[src/sv/drp_pkg.sv]
// ----------------------------------------------------------------------------
// drp_pkg
// Shared types and constants of the decimal integer row parser: the token
// phase, the error codes, the parse state and the result beat.
// ----------------------------------------------------------------------------
package drp_pkg;

  // Longest token, minus included.
  localparam int unsigned MAX_TOKEN_CHARS = 20;

  localparam int unsigned CHAR_CNT_W = 5;
  localparam int unsigned COL_CNT_W  = 16;
  localparam int unsigned VALUE_W    = 64;

  // Widened magnitude used for the multiply-by-ten check.
  localparam int unsigned PROD_W = VALUE_W + 4;
  localparam logic [PROD_W-1:0] LIMIT_MAG = {4'b0000, 1'b1, {(VALUE_W-1){1'b0}}};

  localparam logic [COL_CNT_W-1:0] EXPECTED_COLUMNS_RESET = 16'd1;

  // Character codes.
  localparam logic [7:0] CH_TAB   = 8'h09;
  localparam logic [7:0] CH_LF    = 8'h0A;
  localparam logic [7:0] CH_CR    = 8'h0D;
  localparam logic [7:0] CH_SPACE = 8'h20;
  localparam logic [7:0] CH_MINUS = 8'h2D;
  localparam logic [7:0] CH_ZERO  = 8'h30;
  localparam logic [7:0] CH_NINE  = 8'h39;

  // Configuration register index.
  localparam logic REG_EXPECTED_COLUMNS = 1'b0;

  typedef enum logic [1:0] {
    PH_IDLE   = 2'd0,
    PH_MINUS  = 2'd1,
    PH_DIGITS = 2'd2
  } phase_t;

  typedef enum logic [2:0] {
    ERR_BAD_CHAR    = 3'd0,
    ERR_LONE_MINUS  = 3'd1,
    ERR_INNER_MINUS = 3'd2,
    ERR_TOO_LONG    = 3'd3,
    ERR_RANGE       = 3'd4,
    ERR_TOO_MANY    = 3'd5,
    ERR_TOO_FEW     = 3'd6
  } err_t;

  typedef struct packed {
    phase_t                phase;
    logic                  neg;
    logic [VALUE_W-1:0]    mag;
    logic                  mag_ovf;
    logic [CHAR_CNT_W-1:0] char_cnt;
    logic [COL_CNT_W-1:0]  col_cnt;
    logic                  halted;
  } parse_state_t;

  typedef struct packed {
    logic               value_valid;
    logic [VALUE_W-1:0] value;
    logic               line_done;
    logic               input_done;
    logic               error_flag;
    err_t               error_code;
  } result_t;

endpackage

[src/sv/drp_step.sv]
// ----------------------------------------------------------------------------
// drp_step
// Combinational parse step: from the current state and one input beat it
// forms the next state and, where one is due, a result beat.
// ----------------------------------------------------------------------------
module drp_step #(
  parameter int unsigned MAX_TOKEN_CHARS = drp_pkg::MAX_TOKEN_CHARS
) (
  input  drp_pkg::parse_state_t           st,
  input  logic [7:0]                      char_code,
  input  logic                            end_of_stream,
  input  logic [drp_pkg::COL_CNT_W-1:0]   expected_columns,
  output drp_pkg::parse_state_t           st_nxt,
  output logic                            emit,
  output drp_pkg::result_t                res
);

  logic                          is_nl;
  logic                          is_sep;
  logic                          is_digit;
  logic                          is_minus;
  logic [3:0]                    digit;
  logic [drp_pkg::PROD_W-1:0]    prod;
  logic                          prod_ovf;

  // Character classes; the low nibble of a digit code is its value.
  assign is_nl    = (char_code == drp_pkg::CH_CR) || (char_code == drp_pkg::CH_LF);
  assign is_sep   = (char_code == drp_pkg::CH_SPACE) || (char_code == drp_pkg::CH_TAB);
  assign is_digit = char_code inside {[drp_pkg::CH_ZERO:drp_pkg::CH_NINE]};
  assign is_minus = (char_code == drp_pkg::CH_MINUS);
  assign digit    = char_code[3:0];

  // Multiply by ten as two shifts and an add; overflow when past 2^63.
  assign prod = {1'b0, st.mag, 3'b000} + {3'b000, st.mag, 1'b0}
              + {{(drp_pkg::PROD_W-4){1'b0}}, digit};
  assign prod_ovf = st.mag_ovf || (prod > drp_pkg::LIMIT_MAG);

  always_comb begin
    logic                         boundary;
    logic                         add;
    logic                         fail;
    drp_pkg::err_t                fail_code;
    logic                         have_val;
    logic [drp_pkg::VALUE_W-1:0]  val;
    logic [drp_pkg::COL_CNT_W-1:0] cc;

    st_nxt    = st;
    emit      = 1'b0;
    res       = '0;
    boundary  = 1'b0;
    add       = 1'b0;
    fail      = 1'b0;
    fail_code = drp_pkg::ERR_BAD_CHAR;
    have_val  = 1'b0;
    val       = '0;
    cc        = st.col_cnt;

    // Character handling inside or outside a token.
    if (!st.halted) begin
      if (!end_of_stream && st.phase == drp_pkg::PH_IDLE) begin
        if (is_sep) begin
          // Leading separators are skipped.
        end else if (is_nl) begin
          boundary = 1'b1;
        end else if (is_digit) begin
          st_nxt.phase = drp_pkg::PH_DIGITS;
          add          = 1'b1;
        end else if (is_minus) begin
          st_nxt.phase    = drp_pkg::PH_MINUS;
          st_nxt.neg      = 1'b1;
          st_nxt.char_cnt = drp_pkg::CHAR_CNT_W'(1);
        end else begin
          fail      = 1'b1;
          fail_code = drp_pkg::ERR_BAD_CHAR;
        end
      end else if (!end_of_stream && !is_sep && !is_nl) begin
        if (is_minus) begin
          fail      = 1'b1;
          fail_code = drp_pkg::ERR_INNER_MINUS;
        end else if (!is_digit) begin
          fail      = 1'b1;
          fail_code = drp_pkg::ERR_BAD_CHAR;
        end else if (st.char_cnt >= drp_pkg::CHAR_CNT_W'(MAX_TOKEN_CHARS)) begin
          fail      = 1'b1;
          fail_code = drp_pkg::ERR_TOO_LONG;
        end else begin
          st_nxt.phase = drp_pkg::PH_DIGITS;
          add          = 1'b1;
        end
      end else begin
        boundary = 1'b1;
      end
    end

    // Digit accumulation with a sticky overflow bit.
    if (add) begin
      if (prod_ovf) begin
        st_nxt.mag_ovf = 1'b1;
      end else begin
        st_nxt.mag = prod[drp_pkg::VALUE_W-1:0];
      end
      st_nxt.char_cnt = st.char_cnt + drp_pkg::CHAR_CNT_W'(1);
    end

    // Token boundary: finish the open value, then close the line or input.
    if (boundary) begin
      if (st.phase == drp_pkg::PH_MINUS) begin
        fail      = 1'b1;
        fail_code = drp_pkg::ERR_LONE_MINUS;
      end else if (st.phase == drp_pkg::PH_DIGITS) begin
        if (st.mag_ovf || (!st.neg && st.mag[drp_pkg::VALUE_W-1])) begin
          fail      = 1'b1;
          fail_code = drp_pkg::ERR_RANGE;
        end else begin
          val             = st.neg ? (~st.mag + drp_pkg::VALUE_W'(1)) : st.mag;
          have_val        = 1'b1;
          st_nxt.phase    = drp_pkg::PH_IDLE;
          st_nxt.neg      = 1'b0;
          st_nxt.mag      = '0;
          st_nxt.mag_ovf  = 1'b0;
          st_nxt.char_cnt = '0;
          if (cc >= expected_columns) begin
            fail      = 1'b1;
            fail_code = drp_pkg::ERR_TOO_MANY;
          end else begin
            cc = cc + drp_pkg::COL_CNT_W'(1);
          end
        end
      end

      st_nxt.col_cnt = cc;

      if (!fail) begin
        if (end_of_stream) begin
          if (cc != expected_columns) begin
            fail      = 1'b1;
            fail_code = drp_pkg::ERR_TOO_FEW;
          end else begin
            st_nxt.halted   = 1'b1;
            emit            = 1'b1;
            res.value_valid = have_val;
            res.value       = val;
            res.input_done  = 1'b1;
          end
        end else if (is_nl) begin
          if (cc == '0) begin
            // A line holding no value is skipped.
          end else if (cc != expected_columns) begin
            fail      = 1'b1;
            fail_code = drp_pkg::ERR_TOO_FEW;
          end else begin
            st_nxt.col_cnt  = '0;
            emit            = 1'b1;
            res.value_valid = have_val;
            res.value       = val;
            res.line_done   = 1'b1;
          end
        end else if (have_val) begin
          emit            = 1'b1;
          res.value_valid = 1'b1;
          res.value       = val;
        end
      end
    end

    // An error replaces any other result and halts the parser.
    if (fail) begin
      st_nxt.halted  = 1'b1;
      emit           = 1'b1;
      res            = '0;
      res.error_flag = 1'b1;
      res.error_code = fail_code;
    end
  end

endmodule

[src/sv/drp_out_buf.sv]
// ----------------------------------------------------------------------------
// drp_out_buf
// Two-entry result buffer: an output register and a skid register, so the
// parser keeps taking beats while a result waits downstream.
// ----------------------------------------------------------------------------
module drp_out_buf (
  input  logic              clk,
  input  logic              rst_n,
  input  logic              push,
  input  drp_pkg::result_t  push_data,
  output logic              full,
  output logic              out_valid,
  input  logic              out_stall,
  output drp_pkg::result_t  out_data
);

  logic             v0_r, v0_nxt;
  logic             v1_r, v1_nxt;
  drp_pkg::result_t d0_r, d0_nxt;
  drp_pkg::result_t d1_r, d1_nxt;
  logic             pop;

  assign pop = v0_r && !out_stall;

  // Slot steering: the skid slot moves forward when the head beat leaves.
  always_comb begin
    v0_nxt = v0_r;
    v1_nxt = v1_r;
    d0_nxt = d0_r;
    d1_nxt = d1_r;
    if (pop) begin
      if (v1_r) begin
        d0_nxt = d1_r;
        v1_nxt = push;
        d1_nxt = push_data;
      end else begin
        v0_nxt = push;
        d0_nxt = push_data;
      end
    end else if (push) begin
      if (!v0_r) begin
        v0_nxt = 1'b1;
        d0_nxt = push_data;
      end else begin
        v1_nxt = 1'b1;
        d1_nxt = push_data;
      end
    end
  end

  always_ff @(posedge clk) begin
    if (!rst_n) begin
      v0_r <= 1'b0;
      v1_r <= 1'b0;
    end else begin
      v0_r <= v0_nxt;
      v1_r <= v1_nxt;
    end
  end

  always_ff @(posedge clk) begin
    d0_r <= d0_nxt;
    d1_r <= d1_nxt;
  end

  assign full      = v1_r;
  assign out_valid = v0_r;
  assign out_data  = d0_r;

endmodule

[src/sv/decimal_integer_row_parser_core.sv]
// ----------------------------------------------------------------------------
// decimal_integer_row_parser_core
// Turns a stream of text characters into signed 64-bit integers and checks
// that every data line holds the configured number of values.
// ----------------------------------------------------------------------------
// The parser takes one character, or an end-of-input mark, per clock cycle
// while not stalled: each accepted beat is handled by the parse step, which
// updates the token state and the column count and, when a value finishes, a
// line closes, input ends or an error is found, places one result beat in a
// two-entry output buffer. A result appears on the output the cycle after
// its input beat is accepted when no older result is still waiting there.
// in_stall rises only while both buffer entries hold results that the
// downstream side has not taken. After an error or an accepted end of input
// the parser ignores all further beats until reset. The expected_columns
// register lies at byte address 0; a write takes effect at once, leaves the
// parse state alone, and should be made only while no input beat is offered.
module decimal_integer_row_parser_core #(
  parameter int unsigned MAX_TOKEN_CHARS = drp_pkg::MAX_TOKEN_CHARS
) (
  input  logic               clk,
  input  logic               rst_n,
  // Input channel.
  input  logic               in_valid,
  output logic               in_stall,
  input  logic [7:0]         in_char_code,
  input  logic               in_end_of_stream,
  // Result channel.
  output logic               out_valid,
  input  logic               out_stall,
  output logic               out_value_valid,
  output logic signed [63:0] out_value,
  output logic               out_line_done,
  output logic               out_input_done,
  output logic               out_error_flag,
  output logic [2:0]         out_error_code,
  // Configuration port.
  input  logic               psel,
  input  logic               penable,
  input  logic               pwrite,
  input  logic [2:0]         paddr,
  input  logic [31:0]        pwdata,
  output logic [31:0]        prdata,
  output logic               pready
);

  drp_pkg::parse_state_t             st_r, st_nxt;
  logic [drp_pkg::COL_CNT_W-1:0]     expected_r;
  logic                              in_fire;
  logic                              emit;
  logic                              buf_full;
  logic                              cfg_wr;
  drp_pkg::result_t                  step_res;
  drp_pkg::result_t                  out_res;

  // Configuration register write and read-back.
  assign pready = 1'b1;
  assign cfg_wr = psel && penable && pwrite && pready
               && (paddr[2] == drp_pkg::REG_EXPECTED_COLUMNS);

  always_ff @(posedge clk) begin
    if (!rst_n) begin
      expected_r <= drp_pkg::EXPECTED_COLUMNS_RESET;
    end else if (cfg_wr) begin
      expected_r <= pwdata[drp_pkg::COL_CNT_W-1:0];
    end
  end

  always_comb begin
    prdata = '0;
    if (paddr[2] == drp_pkg::REG_EXPECTED_COLUMNS) begin
      prdata = {{(32-drp_pkg::COL_CNT_W){1'b0}}, expected_r};
    end
  end

  // Input beat handshake.
  assign in_stall = buf_full;
  assign in_fire  = in_valid && !in_stall;

  // Parse step between the state register and the result buffer.
  drp_step #(
    .MAX_TOKEN_CHARS (MAX_TOKEN_CHARS)
  ) u_step (
    .st               (st_r),
    .char_code        (in_char_code),
    .end_of_stream    (in_end_of_stream),
    .expected_columns (expected_r),
    .st_nxt           (st_nxt),
    .emit             (emit),
    .res              (step_res)
  );

  always_ff @(posedge clk) begin
    if (!rst_n) begin
      st_r <= '0;
    end else if (in_fire) begin
      st_r <= st_nxt;
    end
  end

  // Result buffer.
  drp_out_buf u_out_buf (
    .clk       (clk),
    .rst_n     (rst_n),
    .push      (in_fire && emit),
    .push_data (step_res),
    .full      (buf_full),
    .out_valid (out_valid),
    .out_stall (out_stall),
    .out_data  (out_res)
  );

  assign out_value_valid = out_res.value_valid;
  assign out_value       = out_res.value;
  assign out_line_done   = out_res.line_done;
  assign out_input_done  = out_res.input_done;
  assign out_error_flag  = out_res.error_flag;
  assign out_error_code  = out_res.error_code;

endmodule

[config.mk]
export PLATFORM = sky130hd
export DESIGN_NAME = decimal_integer_row_parser_core
export DESIGN_NICKNAME = d
export VERILOG_FILES = /design/src/sv/drp_pkg.sv /design/src/sv/drp_step.sv /design/src/sv/drp_out_buf.sv /design/src/sv/decimal_integer_row_parser_core.sv
export SDC_FILE = /design/constraint.sdc
export NUM_CORES = 1
export LEC_CHECK = 0
export ABC_AREA = 1
export ABC_CLOCK_PERIOD_IN_PS = 9750
export CORE_MARGIN = 10
export CORE_UTILIZATION = 60
export CTS_CLUSTER_SIZE = 12
export DETAILED_ROUTE_END_ITERATION = 6
export DONT_BUFFER_PORTS = 1
export GPL_ROUTABILITY_DRIVEN = 0
export PLACE_DENSITY = 0.76
export RECOVER_POWER = 25
export SETUP_SLACK_MARGIN = 0.2
export SKIP_LAST_GASP = 1
export SYNTH_ARGS = -nofsm -noshare
export SYNTH_HDL_FRONTEND = slang
export SYNTH_SLANG_ARGS = --single-unit
[constraint.sdc]
create_clock -name clk -period 9.75 [get_ports clk]
set_input_delay 0 -clock clk [delete_from_list [all_inputs] [get_ports clk]]
set_output_delay 0 -clock clk [all_outputs]
set_load 0.03 [all_outputs]
**Yosys cells after proc, flatten, opt, wreduce, memory -nomap -nowiden**

Cells that the tools add are included.

- Bits in registers: 250
- Bits of input ports: 51
- Output and inout bits: 106
- Logic and storage cells: 213

- Add/subtract/negate cells: 5
- Magnitude comparators: 5
- Equal/unequal tests: 13
- Mux-type cells: 133
- Bitwise operators: 2
- Reductions and logical operators: 33

Operator list:

| operator | count |
|---|---|
| two-way mux 71 bit | 9 |
| two-way mux 64 bit | 5 |
| two-way mux 65 bit | 4 |
| two-way mux 73 bit | 3 |
| two-way mux 16 bit | 10 |
| two-way mux 67 bit | 2 |
| two-way mux 66 bit | 2 |
| two-way mux 90 bit | 1 |
| two-way mux 70 bit | 1 |
| adder 67 x 65 -> 68 bit | 1 |
| adder 68 x 4 -> 68 bit | 1 |
| > comparator 68 x 64 -> 1 bit, second input constant | 1 |
| adder 64 x 1 -> 64 bit, second input constant | 1 |
| NOT 64 bit | 1 |
| two-way mux 1 bit | 63 |
| two-way mux 3 bit | 19 |
| two-way mux 5 bit | 6 |
| equality test 8 x 4 -> 1 bit, second input constant | 3 |
| two-way mux 17 bit | 1 |
| adder 16 x 1 -> 16 bit, second input constant | 1 |
| equality test 8 x 6 -> 1 bit, second input constant | 2 |
| greater-or-equal comparator 16 bit | 1 |
| logical NOT 16 bit | 1 |
| inequality test 16 bit | 1 |
| other kinds (18) | 51 |

**Depth between registers and ports, before layout**

- Word-level depth: 22
- Depth in mapped cells: 27

**Hierarchy**

A second synthesis with hierarchy kept.

- Cells, all modules: 3581
- Area total of the unflattened synthesis: 22425.3 um^2

By module, submodules not included:

| module | instances | cells an instance | area each (um^2) |
|---|---|---|---|
| drp_step | 1 | 2641 | 12962.4 |
| drp_out_buf | 1 | 388 | 5297.6 |
| decimal_integer_row_parser_core | 1 | 552 | 4165.2 |

**Least setup slack after synthesis**

Ideal clock, no wire load.

- Kind: register -> register
- Start: reg st_r[1] (netlist bit)
- End: reg u_out_buf.d0_r (netlist bit u_out_buf.out_data[0]), enable pin
- Setup time: 0.598 ns
- Data arrival time: 7.412 ns
- Setup slack: 1.740 ns
- Stages on the path, launching flop included: 27
- Clock period less this slack: 8.010 ns
- Path through: dfxtp_1 -> inv_1 -> ha_1 -> nand2_1 -> nor2_1 -> nor2_1 -> nand2_1 -> nand2_1 -> nand2_1 -> nand2_1 -> buf_2 -> nand2_1 -> nand2_1 -> nand2_1 -> nand2_1 -> nand2_1 -> a21oi_1 -> nand3_1 -> nor2_1 -> nand2_2 -> inv_1 -> nand2_1 -> nand2_1 -> nand2_1 -> nand2_1 -> nand2_1 -> o21ai_0

- Word-level cells in the longest chain between the ends: 17

RTL lines:

| what | RTL line | text |
|---|---|---|
| start: declaration | decimal_integer_row_parser_core.sv:46 | `drp_pkg::parse_state_t st_r, st_nxt;` |
| start signal: assignment | decimal_integer_row_parser_core.sv:96 | `st_r <= st_nxt;` |
| adder 16 x 1 -> 16 bit or greater-or-equal comparator 16 bit (tied branches) | drp_step.sv:126, drp_step.sv:122 |  |
| two-way mux 16 bit | drp_step.sv:122 | `if (cc >= expected_columns) begin` |
| two-way mux 16 bit | drp_step.sv:111 | `if (st.mag_ovf \|\| (!st.neg && st.mag[drp_pkg::VALUE_W-1])) begin` |
| two-way mux 16 bit | drp_step.sv:110 | `end else if (st.phase == drp_pkg::PH_DIGITS) begin` |
| two-way mux 16 bit | drp_step.sv:107 | `if (st.phase == drp_pkg::PH_MINUS) begin` |
| two-way mux 16 bit | drp_step.sv:106 | `if (boundary) begin` |
| inequality test 16 bit | drp_step.sv:135, drp_step.sv:148 |  |
| two-way mux 1 bit | drp_step.sv:135, drp_step.sv:148 |  |
| two-way mux 1 bit | drp_step.sv:146 | `if (cc == '0) begin` |
| two-way mux 1 bit | drp_step.sv:145 | `end else if (is_nl) begin` |
| two-way mux 1 bit | drp_step.sv:134 | `if (end_of_stream) begin` |
| two-way mux 1 bit | drp_step.sv:133 | `if (!fail) begin` |
| two-way mux 1 bit | drp_step.sv:106 |  |
| two-way mux 1 bit * | drp_step.sv:167 | `if (fail) begin` |
| logical AND 1 bit * | decimal_integer_row_parser_core.sv:104 | `.push (in_fire && emit),` |
| nonzero test 2 bit (no source line) * | - |  |
| AND reduction 2 bit (no source line) * | - |  |
| end signal: assignment | drp_out_buf.sv:62 | `d0_r <= d0_nxt;` |
| end: declaration | drp_out_buf.sv:19 | `drp_pkg::result_t d0_r, d0_nxt;` |

Mark *: on every way between the ends. The rest lies on a longest branch, timed or not. The select of a mux whose other input is x is not followed.
A chain may end at the register's enable or synchronous reset.

**Worst setup path after layout**

- Start: reg st_r[87] (netlist bit)
- End: reg u_out_buf.d0_r (netlist bit u_out_buf.out_data[30]), enable pin

- Word-level cells in the longest chain between the ends: 18

RTL lines:

| what | RTL line |
|---|---|
| logical NOT 1 bit * | drp_step.sv:111 |
| logical AND 1 bit * | drp_step.sv:111 |
| logical OR 1 bit * | drp_step.sv:111 |
| two-way mux 16 bit | drp_step.sv:111 |
| two-way mux 16 bit | drp_step.sv:110 |
| two-way mux 16 bit | drp_step.sv:107 |
| two-way mux 16 bit | drp_step.sv:106 |
| inequality test 16 bit | drp_step.sv:135, drp_step.sv:148 |
| [... 2 more ...] | - |
| two-way mux 1 bit | drp_step.sv:145 |
| two-way mux 1 bit | drp_step.sv:134 |
| two-way mux 1 bit | drp_step.sv:133 |
| two-way mux 1 bit | drp_step.sv:106 |
| two-way mux 1 bit * | drp_step.sv:167 |
| logical AND 1 bit * | decimal_integer_row_parser_core.sv:104 |
| nonzero test 2 bit (no source line) * | - |
| AND reduction 2 bit (no source line) * | - |

Marks and branches as above.

==> metrics.txt <==
# TYPE chip_impl_metric gauge
chip_impl_metric{name="pre_cts_slack",unit="ns"} 3.706
chip_impl_metric{name="cts.repair_timing.setup_buffer_count",unit=""} 0
chip_impl_metric{name="synth_enable_flop_cells",unit=""} 142
chip_impl_info{name="start_kind",value="register"} 1
chip_impl_info{name="cell_types_with_the_largest_area_share_after_synthesis",value="sky130_fd_sc_hd__nand2_1, sky130_fd_sc_hd__edfxtp_1, sky130_fd_sc_hd__dfxtp_1, sky130_fd_sc_hd__inv_1, sky130_fd_sc_hd__ha_1"} 1
chip_impl_metric{name="place.port_buffers",unit=""} 0
chip_impl_metric{name="vias_per_cell",unit=""} 5.784
chip_impl_info{name="run_status",value="complete, but fails checks"} 1
chip_impl_metric{name="synth_cell_types",unit=""} 49
chip_impl_metric{name="path_depth_of_the_worst_reg2reg_path",unit=""} 24
chip_impl_metric{name="initialDrtViolationCount",unit=""} 2658
chip_impl_metric{name="layout_worst_path_cycle_share",unit=""} 0.7648
chip_impl_metric{name="netlist_instances",unit=""} 3366
chip_impl_metric{name="drv.max_cap_violation_count",unit=""} 2
chip_impl_metric{name="sequential_element_share_of_the_synthesized_area",unit=""} 0.3024
chip_impl_metric{name="drt_first_pass_iters",unit=""} 6
chip_impl_metric{name="fin_tns_setup",unit="ns"} 0
chip_impl_metric{name="detail-route-antenna-nets",unit=""} 0
chip_impl_metric{name="area_growth_syn_to_layout",unit="%"} 6.670
chip_impl_metric{name="worst-endpoint-required",unit="ns"} 9.93
chip_impl_info{name="netlist.top_cell.by_area",value="sky130_fd_sc_hd__nand2_1"} 1
chip_impl_info{name="hp-class",value="in -> reg"} 1
chip_impl_metric{name="worst_setup_hold_path_clk_slew",unit="ns"} 0.06
chip_impl_metric{name="power_density",unit="nW/um^2"} 146.1
chip_impl_metric{name="normalized_max_slew_margin",unit=""} -1.480
chip_impl_info{name="setup.worst_path.end_class",value="register"} 1
chip_impl_metric{name="drt-wirelength-per-cell",unit="um"} 17.70
chip_impl_metric{name="endpoint_arrival_time_on_the_critical_path",unit="ns"} 7.64
chip_impl_metric{name="timing.critical_path.fanout_max",unit=""} 71
chip_impl_metric{name="die_y",unit="um"} 208.2
chip_impl_metric{name="ys_ff_latch",unit=""} 250
chip_impl_metric{name="fillCellCount",unit=""} 3099
chip_impl_info{name="rsz0062_at_grt",value="no"} 1
chip_impl_info{name="critPathKind",value="reg -> reg"} 1
chip_impl_metric{name="initial_core_util",unit=""} 0.6122
chip_impl_metric{name="die_area",unit="sq um"} 43350
chip_impl_info{name="top_ff_cell_synth",value="sky130_fd_sc_hd__edfxtp_1"} 1
chip_impl_metric{name="ir_drop",unit="mV"} 0.1557
chip_impl_info{name="cpMostUsedCell",value="sky130_fd_sc_hd__nand2_1"} 1
chip_impl_info{name="crit-reg2reg-launch",value="st_r[87]"} 1
chip_impl_metric{name="design.final.nets",unit=""} 3542
chip_impl_info{name="crit_path_end",value="u_out_buf.out_data[30]"} 1
chip_impl_info{name="failed_checks",value="capacitance limit, slew limit"} 1
chip_impl_info{name="synthMostInstantiatedCell",value="sky130_fd_sc_hd__nand2_1"} 1
chip_impl_info{name="top_cells_by_instance_count_after_synthesis",value="sky130_fd_sc_hd__nand2_1, sky130_fd_sc_hd__inv_1, sky130_fd_sc_hd__nor2_1, sky130_fd_sc_hd__nand3_1, sky130_fd_sc_hd__a21oi_1"} 1
chip_impl_info{name="critical_path.reg2reg.endpoint",value="u_out_buf.out_data[30]"} 1
chip_impl_metric{name="via_count",unit=""} 22096
chip_impl_metric{name="synth_area",unit="sq um"} 21250
chip_impl_metric{name="cts.sink_count",unit=""} 250
chip_impl_metric{name="asyncSetResetFlopFracSynth",unit=""} 0
chip_impl_metric{name="totalWireLength",unit="mm"} 67.63
chip_impl_info{name="clock_tree_from_tritoncts",value="yes"} 1
chip_impl_metric{name="clock_insertion_delay_worst_skew",unit="ns"} 0.58
chip_impl_metric{name="dp.final_hpwl",unit="mm"} 52.90
chip_impl_metric{name="ff2ff_setup_slack",unit="ns"} 2.29
chip_impl_metric{name="detail_route.drc_violations",unit=""} 0
chip_impl_metric{name="fp-row-count",unit=""} 68
chip_impl_metric{name="seqCellArea",unit="sq um"} 6426
chip_impl_metric{name="cts-root-to-sink-buffers",unit=""} 3
chip_impl_metric{name="drive_gt1_frac",unit=""} 0.02943
chip_impl_metric{name="floorplan.die.width",unit="um"} 208.2
chip_impl_metric{name="cpPeakStageDelay",unit="ns"} 1.58
chip_impl_metric{name="postPlaceCellArea",unit="sq um"} 21480
chip_impl_info{name="critical_path.slowest_cell",value="sky130_fd_sc_hd__clkbuf_1"} 1
chip_impl_metric{name="ioPinCount",unit=""} 157
chip_impl_info{name="timing.critical_path.cells",value="clkbuf_1 > inv_1 > nand2_1 > nand3_1 > clkinvlp_2 > nand3_1 > nor2_1 > nand3_1 > nand2_1 > nand2_1 > nand2_1 > nand2_1 > nor2_1 > nand3_1 > nor2_1 > nand2_2 > inv_1 > nand2_1 > nand2_1 > nand2_1 > nand2_1 > nand2_1 > o21ai_4 > buf_4"} 1
chip_impl_metric{name="yosys_warnings",unit=""} 0
chip_impl_metric{name="htreeDepth",unit=""} 1
chip_impl_metric{name="initial_antenna_violation_count",unit=""} 1
chip_impl_metric{name="post-synth-top-area-fraction",unit=""} 0.2134
chip_impl_metric{name="timing.clock.skew",unit="ns"} 0.03313
chip_impl_metric{name="pin_count_of_the_biggest_net_entering_global_routing",unit=""} 76
chip_impl_metric{name="worst_pin_slew",unit="ns"} 3.720
chip_impl_metric{name="post_synth.cell_area_avg",unit="sq um"} 6.314
chip_impl_metric{name="floorplan.core_area",unit="sq um"} 34710
chip_impl_metric{name="finalHoldViolCount",unit=""} 0
chip_impl_metric{name="multi_input_area",unit="sq um"} 12380
chip_impl_metric{name="wire_length_of_the_first_global_routing_pass",unit="mm"} 107.0
chip_impl_metric{name="grt-ovfl-total",unit=""} 0
chip_impl_metric{name="setup_viol_count_final",unit=""} 0
chip_impl_info{name="startpoint",value="st_r[87]"} 1
chip_impl_metric{name="timing.final.max_slew_violations",unit=""} 128
chip_impl_metric{name="globalRouteTotalUtil",unit=""} 0.2970
chip_impl_metric{name="layout.cell_area.non_filler",unit="sq um"} 22670
chip_impl_metric{name="max_freq",unit="GHz"} 0.1341
chip_impl_metric{name="power_leakage",unit="nW"} 11.56
chip_impl_metric{name="timing.final.ws_setup",unit="ns"} 2.293
chip_impl_metric{name="grt_pass1_vias",unit=""} 20417
chip_impl_info{name="ctsRootBufferMaster",value="sky130_fd_sc_hd__clkbuf_16"} 1
chip_impl_metric{name="period_needed",unit="ns"} 7.457
chip_impl_metric{name="post_route_core_utilization",unit=""} 0.6531
chip_impl_metric{name="tritoncts.num_buffers",unit=""} 28
layout by cell type, fill, tap and decap left out, types with 5 or more instances in the layout:
cell type,n
sky130_fd_sc_hd__nand2_1,1207
sky130_fd_sc_hd__inv_1,529
sky130_fd_sc_hd__nor2_1,308
sky130_fd_sc_hd__nand3_1,265
sky130_fd_sc_hd__a21oi_1,180
sky130_fd_sc_hd__ha_1,147
sky130_fd_sc_hd__edfxtp_1,142
sky130_fd_sc_hd__dfxtp_1,108
sky130_fd_sc_hd__xor2_1,57
sky130_fd_sc_hd__o21ai_0,57
sky130_fd_sc_hd__nand4_1,56
sky130_fd_sc_hd__nor3_1,46
sky130_fd_sc_hd__clkbuf_16,29
sky130_fd_sc_hd__dlygate4sd3_1,28
sky130_fd_sc_hd__nand3b_1,26
sky130_fd_sc_hd__nor4_1,21
sky130_fd_sc_hd__conb_1,17
sky130_fd_sc_hd__nor2_2,16
sky130_fd_sc_hd__xnor2_1,15
sky130_fd_sc_hd__clkbuf_1,13
sky130_fd_sc_hd__buf_4,9
sky130_fd_sc_hd__and2_1,7
sky130_fd_sc_hd__o21bai_1,6
sky130_fd_sc_hd__o21ai_1,6
sky130_fd_sc_hd__nand2_2,5
sky130_fd_sc_hd__nor3_4,5
sky130_fd_sc_hd__o211ai_1,5
power by group:
group          internal, mW  switching, mW  total (mW)
combinational         0.264          0.626       0.890
clock                 0.623          0.445        1.07
sequential             1.20          0.159        1.35
total                  2.08           1.23        3.31
routing by layer:
metal | GRT usage | routed length, um | vias up
met5 | 0 | 0 | -
met1 | 0.3790 | 27000 | 9969
met3 | 0.06066 | 7494 | 255
met2 | 0.4705 | 29430 | 1265
li1 | - | - | 10607
met4 | 0.1445 | 3703 | 0
repair_timing:
| action | CTS | global route |
|---|---|---|
| hold endpoints to repair | 51 | 0 |
| hold buffers | 28 | 0 |
| resized for setup | 0 | 0 |
critical path: cells and delay by family (launching register included):
family          cells  cell delay, ns
buf+inv             5            4.09
simple gates       18            2.37
flops               1            0.31
compound gates      1            0.18
cell type report:
cell class,count,area share
clock inverter,9,0.005795
sequential,250,0.2835
tap,455,0.02511
multi-input combinational,2490,0.5462
antenna,1,0.0001104
timing repair buffer,39,0.01567
inverter,533,0.08842
clock buffer,43,0.03527
registers in the layout (all words and copies together), names as in the netlist:
register,cells
u_out_buf.out_valid,1
u_out_buf.out_data,71
u_out_buf.d1_r,71
u_out_buf.full,1
st_r,90
expected_r,16
through the flow:
step	cells	power, mW	hold WS [ns]
after detailed placement	3739	2.222	0.1077
final	3820	3.312	0.07848
after global routing	3820	3.449	0.09318
after CTS	3819	3.285	0.06528
after floorplan	3381	1.970	0.1304
after global placement	3739	2.198	0.1105
worst min path at each step:
stage,from,end,depth (start not counted)
2_1_floorplan,pwdata[0],expected_r[0],2
6_report,in_char_code[2],st_r[25],6
4_1_cts,in_char_code[2],st_r[25],6
5_1_grt,pwdata[0],expected_r[0],3
3_3_place_gp,rst_n,st_r[21],2
3_5_place_dp,rst_n,expected_r[0],1
cell families (layout without fill, tap and decap cells):
| group | after synthesis | in the layout | share of synthesized area |
|---|---|---|---|
| fa+ha+maj | 149 | 149 | 0.08843 |
| xor+xnor | 72 | 72 | 0.02967 |
| simple gates | 1975 | 1975 | 0.3899 |
| buf+inv | 641 | 624 | 0.1190 |
| flops | 250 | 250 | 0.3024 |
| other cells | 2 | 18 | 0.0003534 |
| mux | 2 | 2 | 0.001060 |
| compound gates | 275 | 275 | 0.06929 |
(Power assumes the default switching activity.)
